<file path="config.mk">
export PLATFORM = sky130hd
export DESIGN_NAME = signed_int_to_decimal_ascii
export DESIGN_NICKNAME = d
export VERILOG_FILES = /design/src/design/itoa_pkg.sv /design/src/design/itoa_dd_stage.sv /design/src/design/itoa_emit.sv /design/src/design/signed_int_to_decimal_ascii.sv
export SDC_FILE = /design/constraint.sdc
export NUM_CORES = 1
export LEC_CHECK = 0
export BUFFER_PORTS_ARGS = -buffer_cell sky130_fd_sc_hd__buf_2
export CAP_MARGIN = 10
export CORE_MARGIN = 3
export CORE_UTILIZATION = 65
export DETAILED_ROUTE_END_ITERATION = 10
export HOLD_SLACK_MARGIN = 0.05
export PLACE_DENSITY = 0.82
export REMOVE_ABC_BUFFERS = 1
export SLEW_MARGIN = 25
export SYNTH_ARGS = -nofsm -noshare
export SYNTH_HDL_FRONTEND = slang
export SYNTH_SLANG_ARGS = --single-unit
</file>
<file path="constraint.sdc">
create_clock -name clk -period 39 [get_ports clk]
set_input_delay 7.8 -clock clk [delete_from_list [all_inputs] [get_ports clk]]
set_output_delay 7.8 -clock clk [all_outputs]
set_load 0.005 [all_outputs]
</file>
<file path="src/design/itoa_pkg.sv">
// Shared types and constants for the signed integer to decimal ASCII block.
// No dependencies; imported by every module of the block.
package itoa_pkg;

    localparam int DIGIT_W = 4;

    localparam logic [7:0] ASCII_ZERO  = 8'd48;
    localparam logic [7:0] ASCII_MINUS = 8'd45;

    // Control that travels with each item down the conversion pipeline.
    typedef struct packed {
        logic valid;
        logic negative;
    } itoa_ctl_t;

    // Double-dabble correction for one BCD digit before a shift.
    function automatic logic [DIGIT_W-1:0] dd_adjust(input logic [DIGIT_W-1:0] digit);
        logic [DIGIT_W-1:0] result;
        if (digit >= 4'd5)
        begin
            result = digit + 4'd3;
        end
        else
        begin
            result = digit;
        end
        return result;
    endfunction

endpackage

</file>
<file path="src/design/itoa_dd_stage.sv">
// One register stage of the binary to BCD conversion: shifts STEP_BITS bits
// of the magnitude into the BCD digits. Depends on itoa_pkg.
module itoa_dd_stage
    import itoa_pkg::*;
#(
    parameter int BCD_W     = 40,
    parameter int REM_W     = 32,
    parameter int STEP_BITS = 4
)
(
    input  logic             clk,
    input  logic             rst_n,
    input  logic             advance,
    input  itoa_ctl_t        in_ctl,
    input  logic [BCD_W-1:0] in_bcd,
    input  logic [REM_W-1:0] in_rem,
    output itoa_ctl_t        out_ctl,
    output logic [BCD_W-1:0] out_bcd,
    output logic [REM_W-1:0] out_rem
);

    localparam int DIGITS = BCD_W / DIGIT_W;

    itoa_ctl_t        ctl_reg;
    logic [BCD_W-1:0] bcd_reg;
    logic [BCD_W-1:0] bcd_next;
    logic [REM_W-1:0] rem_reg;
    logic [REM_W-1:0] rem_next;

    always_comb
    begin
        bcd_next = in_bcd;
        rem_next = in_rem;
        for (int s = 0; s < STEP_BITS; s++)
        begin
            for (int d = 0; d < DIGITS; d++)
            begin
                bcd_next[d*DIGIT_W +: DIGIT_W] = dd_adjust(bcd_next[d*DIGIT_W +: DIGIT_W]);
            end
            {bcd_next, rem_next} = {bcd_next, rem_next} << 1;
        end
    end

    always_ff @(posedge clk or negedge rst_n)
    begin
        if (!rst_n)
        begin
            ctl_reg <= '0;
        end
        else if (advance)
        begin
            ctl_reg <= in_ctl;
        end
    end

    always_ff @(posedge clk)
    begin
        if (advance)
        begin
            bcd_reg <= bcd_next;
            rem_reg <= rem_next;
        end
    end

    assign out_ctl = ctl_reg;
    assign out_bcd = bcd_reg;
    assign out_rem = rem_reg;

endmodule

</file>
<file path="src/design/itoa_emit.sv">
// Character sequencer: takes a converted item, emits '-' if negative, then
// the digits from the most significant nonzero one down. Depends on itoa_pkg.
module itoa_emit
    import itoa_pkg::*;
#(
    parameter int DIGITS = 10
)
(
    input  logic                    clk,
    input  logic                    rst_n,
    input  itoa_ctl_t               in_ctl,
    input  logic [DIGITS*DIGIT_W-1:0] in_bcd,
    output logic                    take,
    output logic                    strobe,
    output logic [7:0]              character,
    output logic                    last
);

    localparam int CNT_W = (DIGITS > 1) ? $clog2(DIGITS) : 1;

    logic                      active_reg;
    logic                      sign_pend_reg;
    logic [CNT_W-1:0]          ptr_reg;
    logic [DIGITS*DIGIT_W-1:0] digits_reg;
    logic                      strobe_reg;
    logic [7:0]                character_reg;
    logic                      last_reg;
    logic [CNT_W-1:0]          msd;
    logic [DIGIT_W-1:0]        cur_digit;
    logic                      final_char;

    // Find the most significant nonzero digit; zero keeps the lowest digit.
    always_comb
    begin
        msd = '0;
        for (int d = 0; d < DIGITS; d++)
        begin
            if (in_bcd[d*DIGIT_W +: DIGIT_W] != '0)
            begin
                msd = CNT_W'(d);
            end
        end
    end

    assign cur_digit  = digits_reg[DIGIT_W*ptr_reg +: DIGIT_W];
    assign final_char = active_reg && !sign_pend_reg && (ptr_reg == '0);
    assign take       = !active_reg || final_char;

    always_ff @(posedge clk or negedge rst_n)
    begin
        if (!rst_n)
        begin
            active_reg    <= 1'b0;
            sign_pend_reg <= 1'b0;
            strobe_reg    <= 1'b0;
        end
        else
        begin
            strobe_reg <= active_reg;
            if (take)
            begin
                active_reg    <= in_ctl.valid;
                sign_pend_reg <= in_ctl.valid && in_ctl.negative;
            end
            else if (sign_pend_reg)
            begin
                sign_pend_reg <= 1'b0;
            end
        end
    end

    always_ff @(posedge clk)
    begin
        if (take)
        begin
            digits_reg <= in_bcd;
            ptr_reg    <= msd;
        end
        else if (active_reg && !sign_pend_reg)
        begin
            ptr_reg <= ptr_reg - 1'b1;
        end
        if (sign_pend_reg)
        begin
            character_reg <= ASCII_MINUS;
        end
        else
        begin
            character_reg <= ASCII_ZERO + {4'd0, cur_digit};
        end
        last_reg <= final_char;
    end

    assign strobe    = strobe_reg;
    assign character = character_reg;
    assign last      = last_reg;

    a_minus_not_last: assert property (@(posedge clk) disable iff (!rst_n)
        strobe_reg && (character_reg == ASCII_MINUS) |-> !last_reg)
        else $error("minus sign flagged as last character");

    a_sign_then_digit: assert property (@(posedge clk) disable iff (!rst_n)
        active_reg && sign_pend_reg |=> active_reg && !sign_pend_reg)
        else $error("sign not followed by a digit");

    a_load_starts: assert property (@(posedge clk) disable iff (!rst_n)
        take && in_ctl.valid |=> active_reg)
        else $error("transfer into sequencer did not start emission");

endmodule

</file>
<file path="src/design/signed_int_to_decimal_ascii.sv">
// Top level: signed integer to decimal ASCII characters.
// Depends on itoa_pkg, itoa_dd_stage and itoa_emit.
//
// Usage:
//   Input: drive value and raise start; the transfer happens at a rising edge
//   where start is high and busy is low. busy is high while the sequencer is
//   partway through a number (any character but its final one); the whole
//   pipeline then holds, even where stages are empty.
//   Output: each character appears on character/last for one cycle with strobe
//   high. '-' comes first for a negative value, then the digits most
//   significant first with leading zeros dropped; zero gives a single '0'.
//   last marks the final character of each number.
//   Path: the transfer loads the magnitude stage, ceil(VALUE_BITS/4) BCD
//   stages follow (8 at 32 bits), then the sequencer load and its output
//   register, which drives strobe. The sequencer emits one character per
//   cycle, up to 11 per item at 32 bits (the digit count plus one for a sign),
//   and takes the next item with the final character; this sets throughput.
//   The receiver cannot stall: every strobe is a transfer.
//   Reset clears all valid bits and the sequencer state flags; no state lives between
//   items.
module signed_int_to_decimal_ascii
    import itoa_pkg::*;
#(
    parameter int VALUE_BITS = 32
)
(
    input  logic                         clk,
    input  logic                         rst_n,
    input  logic                         start,
    output logic                         busy,
    input  logic signed [VALUE_BITS-1:0] value,
    output logic                         strobe,
    output logic [7:0]                   character,
    output logic                         last
);

    localparam int STEP_BITS  = 4;
    localparam int NUM_STAGES = (VALUE_BITS + STEP_BITS - 1) / STEP_BITS;
    localparam int REM_W      = NUM_STAGES * STEP_BITS;
    localparam int DIGITS     = (VALUE_BITS * 30103) / 100000 + 1;
    localparam int BCD_W      = DIGITS * DIGIT_W;

    logic                  advance;
    logic                  take;
    logic [VALUE_BITS-1:0] value_u;
    logic [VALUE_BITS-1:0] magnitude;
    itoa_ctl_t             ctl0_reg;
    logic [REM_W-1:0]      rem0_reg;

    itoa_ctl_t        stg_ctl [NUM_STAGES+1];
    logic [BCD_W-1:0] stg_bcd [NUM_STAGES+1];
    logic [REM_W-1:0] stg_rem [NUM_STAGES+1];

    // Hold every stage while the sequencer is still emitting.
    assign advance = take;
    assign busy    = !advance;

    assign value_u   = value;
    assign magnitude = value_u[VALUE_BITS-1] ? (~value_u + {{(VALUE_BITS-1){1'b0}}, 1'b1})
                                             : value_u;

    always_ff @(posedge clk or negedge rst_n)
    begin
        if (!rst_n)
        begin
            ctl0_reg <= '0;
        end
        else if (advance)
        begin
            ctl0_reg.valid    <= start;
            ctl0_reg.negative <= value_u[VALUE_BITS-1];
        end
    end

    // Pad with zeros above the magnitude; leading zeros shift through harmlessly.
    always_ff @(posedge clk)
    begin
        if (advance)
        begin
            rem0_reg <= REM_W'(magnitude);
        end
    end

    assign stg_ctl[0] = ctl0_reg;
    assign stg_bcd[0] = '0;
    assign stg_rem[0] = rem0_reg;

    for (genvar g = 0; g < NUM_STAGES; g++)
    begin : g_stage
        itoa_dd_stage #(
            .BCD_W     (BCD_W),
            .REM_W     (REM_W),
            .STEP_BITS (STEP_BITS)
        ) u_stage (
            .clk     (clk),
            .rst_n   (rst_n),
            .advance (advance),
            .in_ctl  (stg_ctl[g]),
            .in_bcd  (stg_bcd[g]),
            .in_rem  (stg_rem[g]),
            .out_ctl (stg_ctl[g+1]),
            .out_bcd (stg_bcd[g+1]),
            .out_rem (stg_rem[g+1])
        );
    end

    itoa_emit #(
        .DIGITS (DIGITS)
    ) u_emit (
        .clk       (clk),
        .rst_n     (rst_n),
        .in_ctl    (stg_ctl[NUM_STAGES]),
        .in_bcd    (stg_bcd[NUM_STAGES]),
        .take      (take),
        .strobe    (strobe),
        .character (character),
        .last      (last)
    );

    a_accept_enters: assert property (@(posedge clk) disable iff (!rst_n)
        start && !busy |=> ctl0_reg.valid)
        else $error("accepted transfer missing from first stage");

    a_stall_holds: assert property (@(posedge clk) disable iff (!rst_n)
        busy |=> ctl0_reg == $past(ctl0_reg))
        else $error("first stage changed during stall");

    a_last_with_strobe: assert property (@(posedge clk) disable iff (!rst_n)
        last |-> strobe)
        else $error("last raised without strobe");

endmodule
</file>
# Word-level counts from Yosys, hierarchy flattened
# Cells that the tools add are included.
[totals] register_bits=498 input_bits=35 out_inout_bits=11 wordCells=875
[op_classes] add_sub_neg=268 magnitude_cmp=265 shifts=1 n_mux=278 bitwise_logic=1 reduce_logical=18
[op_table] op="4-bit by 3-bit greater-or-equal comparator with 1-bit output (second input constant)" count=255
[op_table] op="4-bit 2-to-1 mux" count=251
[op_table] op="4-bit by 2-bit adder with 4-bit output (second input constant)" count=234
[op_table] op="3-bit 2-to-1 mux" count=22
[op_table] op="3-bit by 2-bit adder with 3-bit output (second input constant)" count=21
[op_table] op="40-bit by 7-bit variable part select with 4-bit output" count=1
[op_table] op="4-bit nonzero test" count=9
[op_table] op="32-bit by 1-bit adder with 32-bit output (second input constant)" count=1
[op_table] op="32-bit NOT" count=1
[op_table] op="31-bit 2-to-1 mux" count=1
[op_table] op="1-bit by 2-bit adder with 3-bit output (second input constant)" count=8
[op_table] op="1-bit by 3-bit greater-or-equal comparator with 1-bit output (second input constant)" count=8
[op_table] op="6-bit by 4-bit adder with 7-bit output (first input constant)" count=1
[op_table] op="1-bit by 2-bit adder with 3-bit output (both inputs constant)" count=2
[op_table] op="1-bit by 3-bit greater-or-equal comparator with 1-bit output (both inputs constant)" count=2
[op_table] op="4-bit logical NOT" count=1
[op_table] op="1-bit 2-to-1 mux" count=4
[op_table] op="4-bit by 1-bit subtractor with 4-bit output (second input constant)" count=1
[op_table] op="1-bit logical AND" count=3
[op_table] op="1-bit logical NOT" count=3
[op_table] op="2-bit nonzero test" count=1
[op_table] op="1-bit logical OR" count=1

# Longest topological paths before layout
# Gate-level depths: netlist (run 1).
[logic_depth] word_depth=11 mapped_depth=20 mapped_depth_nobuf=20

# Modules after synthesis
# Synthesis (run 1) repeated with hierarchy kept, for this count alone.
[hier_totals] hier_cells=6807 hier_area_um2=61323.8
[by_module_without_submodules] module="itoa_dd_stage" instances=8 cells_each=817 area_each_um2=7173.1 seq_area_each_um2=2092.0
[by_module_without_submodules] module="itoa_emit" instances=1 cells_each=131 area_each_um2=2163.3 seq_area_each_um2=1516.5
[by_module_without_submodules] module="signed_int_to_decimal_ascii" instances=1 cells_each=140 area_each_um2=1775.5 seq_area_each_um2=1011.0

# Least setup slack after synthesis (run 1)
# OpenSTA, ideal clock, no wires.
[synth_timing] path_kind="register to register" startpoint="reg u_emit.ptr_reg[0]" endpoint="reg g_stage[0].u_stage.bcd_reg[0] (enable)" setup_ns=0.876 arrival_ns=11.617 required_ns=38.124 path_slack_ns=26.507 path_stages_with_launch=8 n_path_buf=3 synth_period_minus_slack_ns=12.493 path_cell_list="edfxtp_1 > clkbuf_1 > buf_1 > inv_1 > ha_1 > nor4b_1 > nand2b_1 > buf_1"
[synth_between] elab_chain_cells=3
[synth_lines] item="start: declaration" line="itoa_emit.sv:23" text="logic [CNT_W-1:0] ptr_reg;"
[synth_lines] item="start signal: assignment" line="itoa_emit.sv:77" text="ptr_reg <= msd;"
[synth_lines] item="start signal: assignment" line="itoa_emit.sv:81" text="ptr_reg <= ptr_reg - 1'b1;"
[synth_lines] item="4-bit logical NOT" line="itoa_emit.sv:46" text="assign final_char = active_reg && !sign_pend_reg && (ptr_reg == '0);"
[synth_lines] item="1-bit logical AND" line="itoa_emit.sv:46"
[synth_lines] item="1-bit logical OR" line="itoa_emit.sv:47" text="assign take = !active_reg || final_char;"
[synth_lines] item="end signal: assignment" line="itoa_dd_stage.sv:60" text="bcd_reg <= bcd_next;"
[synth_lines] item="end: declaration" line="itoa_dd_stage.sv:25" text="logic [BCD_W-1:0] bcd_reg;"
# No other way between the ends.
# A chain may end at the register's enable or synchronous reset.

# Final worst setup path (run 1)
[layout_timing] startpoint="reg u_emit.ptr_reg[0]" endpoint="out busy"
[layout_between] elab_chain_cells=4
[layout_lines] item="4-bit logical NOT" line="itoa_emit.sv:46"
[layout_lines] item="1-bit logical AND" line="itoa_emit.sv:46"
[layout_lines] item="1-bit logical OR" line="itoa_emit.sv:47"
[layout_lines] item="1-bit logical NOT" line="signed_int_to_decimal_ascii.sv:56" text="assign busy = !advance;"
[layout_lines] item="end: declaration" line="signed_int_to_decimal_ascii.sv:30" text="output logic busy,"
# No other way between the ends.

==> flow_summary.yaml, run 1 <==
run_status:
  outcome: "finished, final reports clean"
sta:
  rsz0062_at_grt: "no"
  tightest_slew_ns: 0.950
  worst_clock_skew_ns: 0.0196
  fmax_mhz: 91.4
  report.final.setup_viol: 0
  hold_viol_final: 0
  period_minus_slack_ns: 10.94
  final_min_period_over_clock_period_pct: 28.1
  max_slew_margin_pct: 34.8
  setup_total_negative_slack_ns: 0
  fin_hold_ws_ns: 0.415
  slew_violations: 0
synth:
  synthDistinctLibCells: 117
  syn-instance-count: 3106
  synth.cell_area_um2: 29800
  synth-seq-area-share_pct: 39.8
  yosys_warnings: 0
  postSynth.topFlopCell: "sky130_fd_sc_hd__edfxtp_1"
  synthArstFlopShare_pct: 5.25
  synth-edff-count: 373
  syn_area_per_cell_um2: 9.59
  synth_seq_cells: 400
critical_path:
  crit_path_end_kind: "output port"
  crit_start: "u_emit.ptr_reg[0]"
  reg2reg_from: "g_stage[0].u_stage.out_bcd[0]"
  critical_path_peak_fanout: 31
  arrival_time_of_data_at_the_critical_path_endpoint_ns: 3.14
  worstReg2RegEnd: "g_stage[1].u_stage.out_bcd[5]"
  crit_end: "busy"
  crit_path_start_kind: "register"
  r2r_cell_count: 17
  worst_ep_required_time_ns: 31.20
  critical_path_class: "reg -> out"
  worst-r2r-setup-slack_ns: 34.85
clocking:
  cts_tree: "done"
  ctsResizeCount: 0
  post_cts.repair.setup_buffers: 0
  cts-buffers-inserted: 44
  cts_root_buffer: "sky130_fd_sc_hd__clkbuf_16"
  cts.clk_slew.worst_paths_ns: 0.06
  cts_htree_levels: 2
  cts_max_path_buffers: 3
  clock_latency_on_the_worst_skew_pair_ns: 0.57
  holdBufCountCts: 0
  cts.sinks: 400
detailed_routing:
  routed-via-count: 23400
  routed_wire_length_per_instance_um: 15.2
  routed_wirelength_um: 56700
  drtAntennaViolNets: 0
  route.detailed.vias_per_inst: 6.27
  route.detailed.drc: 0
  drt_pass1_iterations: 6
  drt-initial-drc-count: 2270
die:
  die_area_um2: 48400
  floorplan.io_pins: 46
  core_area_um2: 44700
  die-height_um: 220
  core.rowCount: 77
  initial_utilization_pct: 66.6
  die_w_um: 220
grt:
  grt_start_max_net_pins: 156
  antenna_found_initial: 0
  grt_pass1_wl_um: 97100
  first_global_vias: 22000
  globalRouteOverflowTotal: 0
  globalRouteTotalUtil_pct: 23.2
final_layout:
  final_layout_size_suffix_gt1_share_pct: 10.9
  final_cell_area_um2: 32000
  n_antenna_cell: 0
  final_cell_mix: "sky130_fd_sc_hd__edfxtp_1, sky130_fd_sc_hd__a21oi_1, sky130_fd_sc_hd__nand2_1"
  num-nets-final: 3295
  layout-area-overhead-vs-synth_pct: 7.27
  largest_reg_flops: 185
  layout.cells.non_filler: 3737
  layout_commonest_cell: "sky130_fd_sc_hd__edfxtp_1"
place:
  finalWeightedCongestion: 0.821
  place.detailed.hpwl_um: 39600
  portBuffers: 42
  post-place-cells: 3659
  place_area_um2: 30500
flow_run:
  max_cap_viol_count: 0
hold_path:
  hold_path.class: "reg -> reg"
[through the flow]
step / utilization (%) / worst slack, ns
after floorplan: - / 17.63
after global placement: 68.1 / 28.15
after detailed placement: 68.1 / 27.96
after CTS: 71.3 / 27.32
after global routing: 71.5 / 27.78
final: 71.5 / 28.06
[worst min-delay path by stage]
stage,cells after the start,to,slack [ns],from
final,0,g_stage[2].u_stage.out_rem[18],0.41,g_stage[1].u_stage.out_rem[14]
after global routing,0,g_stage[4].u_stage.out_rem[29],0.42,g_stage[3].u_stage.out_rem[25]
after CTS,0,g_stage[4].u_stage.out_rem[29],0.42,g_stage[3].u_stage.out_rem[25]
after detailed placement,0,g_stage[0].u_stage.out_rem[5],0.40,rem0_reg[1]
after global placement,0,g_stage[5].u_stage.out_bcd[0],0.40,g_stage[4].u_stage.out_rem[28]
after floorplan,0,u_emit.strobe,0.39,u_emit.active_reg
[layer usage]
metal / GRT usage [%] / vias up / share of wire (%)
met2: 43.2 / 592 / 52
met5: 0 / - / 0
met1: 27.8 / 11100 / 42
met4: 6.48 / 0 / 1.8
li1: - / 11700 / -
met3: 3.50 / 108 / 4.1
[final cells by class]
class | count | area [um^2]
flip-flops and latches | 400 | 11800
repair buffers | 48 | 288
clock inverters | 21 | 204
clock buffers | 56 | 1230
multi-input cells | 2430 | 16900
fillers | 3196 | 12700
well taps | 592 | 741
inverters | 190 | 714
[logic make-up after synthesis]
logic type / synth area share [%]
AOI/OAI and AO/OA: 24.0
xor gates and xnor gates: 6.73
adders and majority gates: 6.17
buffers and inverters: 3.57
DFF: 39.8
muxes: 6.19
other: 0.0252
and+or+nand+nor: 13.6
[worst max-delay path, cell delays in order, from the launching register on]
cell                       delay [ns]
sky130_fd_sc_hd__edfxtp_1        0.82
sky130_fd_sc_hd__inv_1           0.17
sky130_fd_sc_hd__ha_1            0.24
sky130_fd_sc_hd__nor4b_1         0.15
sky130_fd_sc_hd__nand2b_4        0.34
sky130_fd_sc_hd__inv_1           0.60
sky130_fd_sc_hd__buf_2           0.23
[synth_stat cells (39+ instances only)]
cell type	count	area (um^2)
sky130_fd_sc_hd__nand2b_1	76	475
sky130_fd_sc_hd__inv_1	169	634
sky130_fd_sc_hd__nand2_1	245	920
sky130_fd_sc_hd__o21ai_1	89	445
sky130_fd_sc_hd__mux2i_1	92	921
sky130_fd_sc_hd__a21oi_1	264	1320
sky130_fd_sc_hd__mux2_2	50	563
sky130_fd_sc_hd__xnor2_1	159	1390
sky130_fd_sc_hd__edfxtp_1	373	11200
sky130_fd_sc_hd__nand3_1	47	235
sky130_fd_sc_hd__clkbuf_1	74	278
sky130_fd_sc_hd__ha_1	146	1830
sky130_fd_sc_hd__nor2_1	206	773
sky130_fd_sc_hd__o22ai_1	39	244
sky130_fd_sc_hd__a31oi_1	64	400
sky130_fd_sc_hd__nor3b_1	41	308
sky130_fd_sc_hd__nor3_1	50	250
sky130_fd_sc_hd__o21ai_0	223	1120
Power of run 1 is not shown: default switching activity piles up to over one toggle a cycle in this logic, so the estimate is an artifact.
==> inputs of run 2 (changes only) <==
- clock period: 39 -> 11.2 ns (I/O delays scaled with it)
==> run 2 against run 1 <==
Effect of this change:
- sequential share of layout area about the same
- critical endpoint unchanged
- non-clock buffer count rose by 1
- register-to-register slack lost 28 ns
- critical path type unchanged
- largest cell class unchanged
- first-iteration DRC count decreased by 11%
- hold slack gained 0.0015 ns
- final cell count grew 0.16%
==> flow_summary.yaml, run 2 (synthesis results as in run 1) <==
run_status:
  outcome: "finished, final reports clean"
detailed_routing:
  route.detailed.vias_per_inst: 6.24
  drt-initial-drc-count: 2013
  routed_wire_length_per_instance_um: 15.1
  route.detailed.drc: 0
  routed-via-count: 23400
  routed_wirelength_um: 56400
  drt_pass1_iterations: 6
  drtAntennaViolNets: 0
sta:
  max_slew_margin_pct: 30.9
  fmax_mhz: 174
  period_minus_slack_ns: 5.76
  setup_total_negative_slack_ns: 0
  tightest_slew_ns: 1.03
  slew_violations: 0
  rsz0062_at_grt: "no"
  minimum_setup_slack_in_the_final_design_ns: 5.44
  report.final.setup_viol: 0
  final_min_period_over_clock_period_pct: 51.4
  worst_clock_skew_ns: 0.0185
  hold_viol_final: 0
place:
  place_area_um2: 30500
  portBuffers: 42
  place.detailed.hpwl_um: 39400
  finalWeightedCongestion: 0.851
  post-place-ws_ns: 5.99
clocking:
  cts_tree: "done"
  cts-buffers-inserted: 44
  clock_latency_on_the_worst_skew_pair_ns: 0.58
  cts.sinks: 400
  cts_root_buffer: "sky130_fd_sc_hd__clkbuf_16"
  cts_max_path_buffers: 3
  post_cts.repair.setup_buffers: 0
  cts.clk_slew.worst_paths_ns: 0.06
  ctsResizeCount: 0
  holdBufCountCts: 0
  cts_htree_levels: 2
die:
  die_area_um2: 48400
  die_w_um: 220
  initial_utilization_pct: 66.6
  floorplan.io_pins: 46
  die-height_um: 220
  core_area_um2: 44700
  core.rowCount: 77
hold_path:
  hold_path_origin: "g_stage[5].u_stage.out_rem[25]"
  hold_path.class: "reg -> reg"
critical_path:
  arrival_time_of_data_at_the_critical_path_endpoint_ns: 3.52
  crit_start: "u_emit.ptr_reg[0]"
  crit_path_start_kind: "register"
  crit_path_end_kind: "output port"
  critical_path_class: "reg -> out"
  critical_path_peak_fanout: 70
  worst_ep_required_time_ns: 8.96
  reg2reg_from: "u_emit.ptr_reg[0]"
final_layout:
  final_cell_area_um2: 32000
  final_cell_mix: "sky130_fd_sc_hd__edfxtp_1, sky130_fd_sc_hd__a21oi_1, sky130_fd_sc_hd__nand2_1"
  largest_reg_flops: 185
  num-nets-final: 3296
  layout-area-overhead-vs-synth_pct: 7.34
  n_antenna_cell: 0
  layout_commonest_cell: "sky130_fd_sc_hd__edfxtp_1"
  final_layout_size_suffix_gt1_share_pct: 10.9
grt:
  grt_pass1_wl_um: 97300
  antenna_found_initial: 1
  grt_start_max_net_pins: 179
  globalRouteOverflowTotal: 0
  globalRouteTotalUtil_pct: 23.2
  first_global_vias: 22200
flow_run:
  max_cap_viol_count: 0
-- run 2: final cells by class --
cell class | count | area [um^2]
Clock buffer | 57 | 1200
Inverter | 190 | 714
Tap cell | 592 | 741
Clock inverter | 25 | 287
Multi-Input combinational cell | 2430 | 16900
Sequential cell | 400 | 11800
Fill cell | 3206 | 12700
Timing Repair Buffer | 49 | 275
-- run 2: per-stage QoR --
step	cells	utilization (%)	hold WS, ns
global route	3743	71.5	0.423
finish	3743	71.5	0.416
detailed placement	3661	68.2	0.405
floorplan	3020	-	0.387
CTS	3743	71.5	0.417
global placement	3661	68.2	0.400
-- run 2: layer usage --
metal  vias up  share of wire [%]  track usage, %
met2       510                 52            43.5
li1      11700                  -               -
met3        97                4.2            3.63
met1     11100                 42            27.8
met5         -                  0               0
met4         0                1.7            5.84
-- run 2: worst paths after layout --
check / to / slack, ns / cells past startpoint
worst min-delay path: g_stage[6].u_stage.out_rem[29] / 0.42 / 0
worst min register to register: g_stage[6].u_stage.out_rem[29] / 0.42 / 0
max in group asynchronous: g_stage[4].u_stage.out_ctl[1] / 9.27 / 1
worst max-delay path: busy / 5.44 / 6
min in group asynchronous: u_emit.strobe / 1.61 / 1
worst max register to register: g_stage[0].u_stage.out_bcd[1] / 6.91 / 6
-- run 2: worst max-delay path: stages, from the launching register on --
cell	delay (ns)
sky130_fd_sc_hd__edfxtp_1	0.71
sky130_fd_sc_hd__inv_1	0.21
sky130_fd_sc_hd__ha_1	0.17
sky130_fd_sc_hd__nor4b_1	0.32
sky130_fd_sc_hd__nand2b_4	0.71
sky130_fd_sc_hd__inv_1	0.55
sky130_fd_sc_hd__buf_2	0.27
Power of run 2 is left out for the same reason.
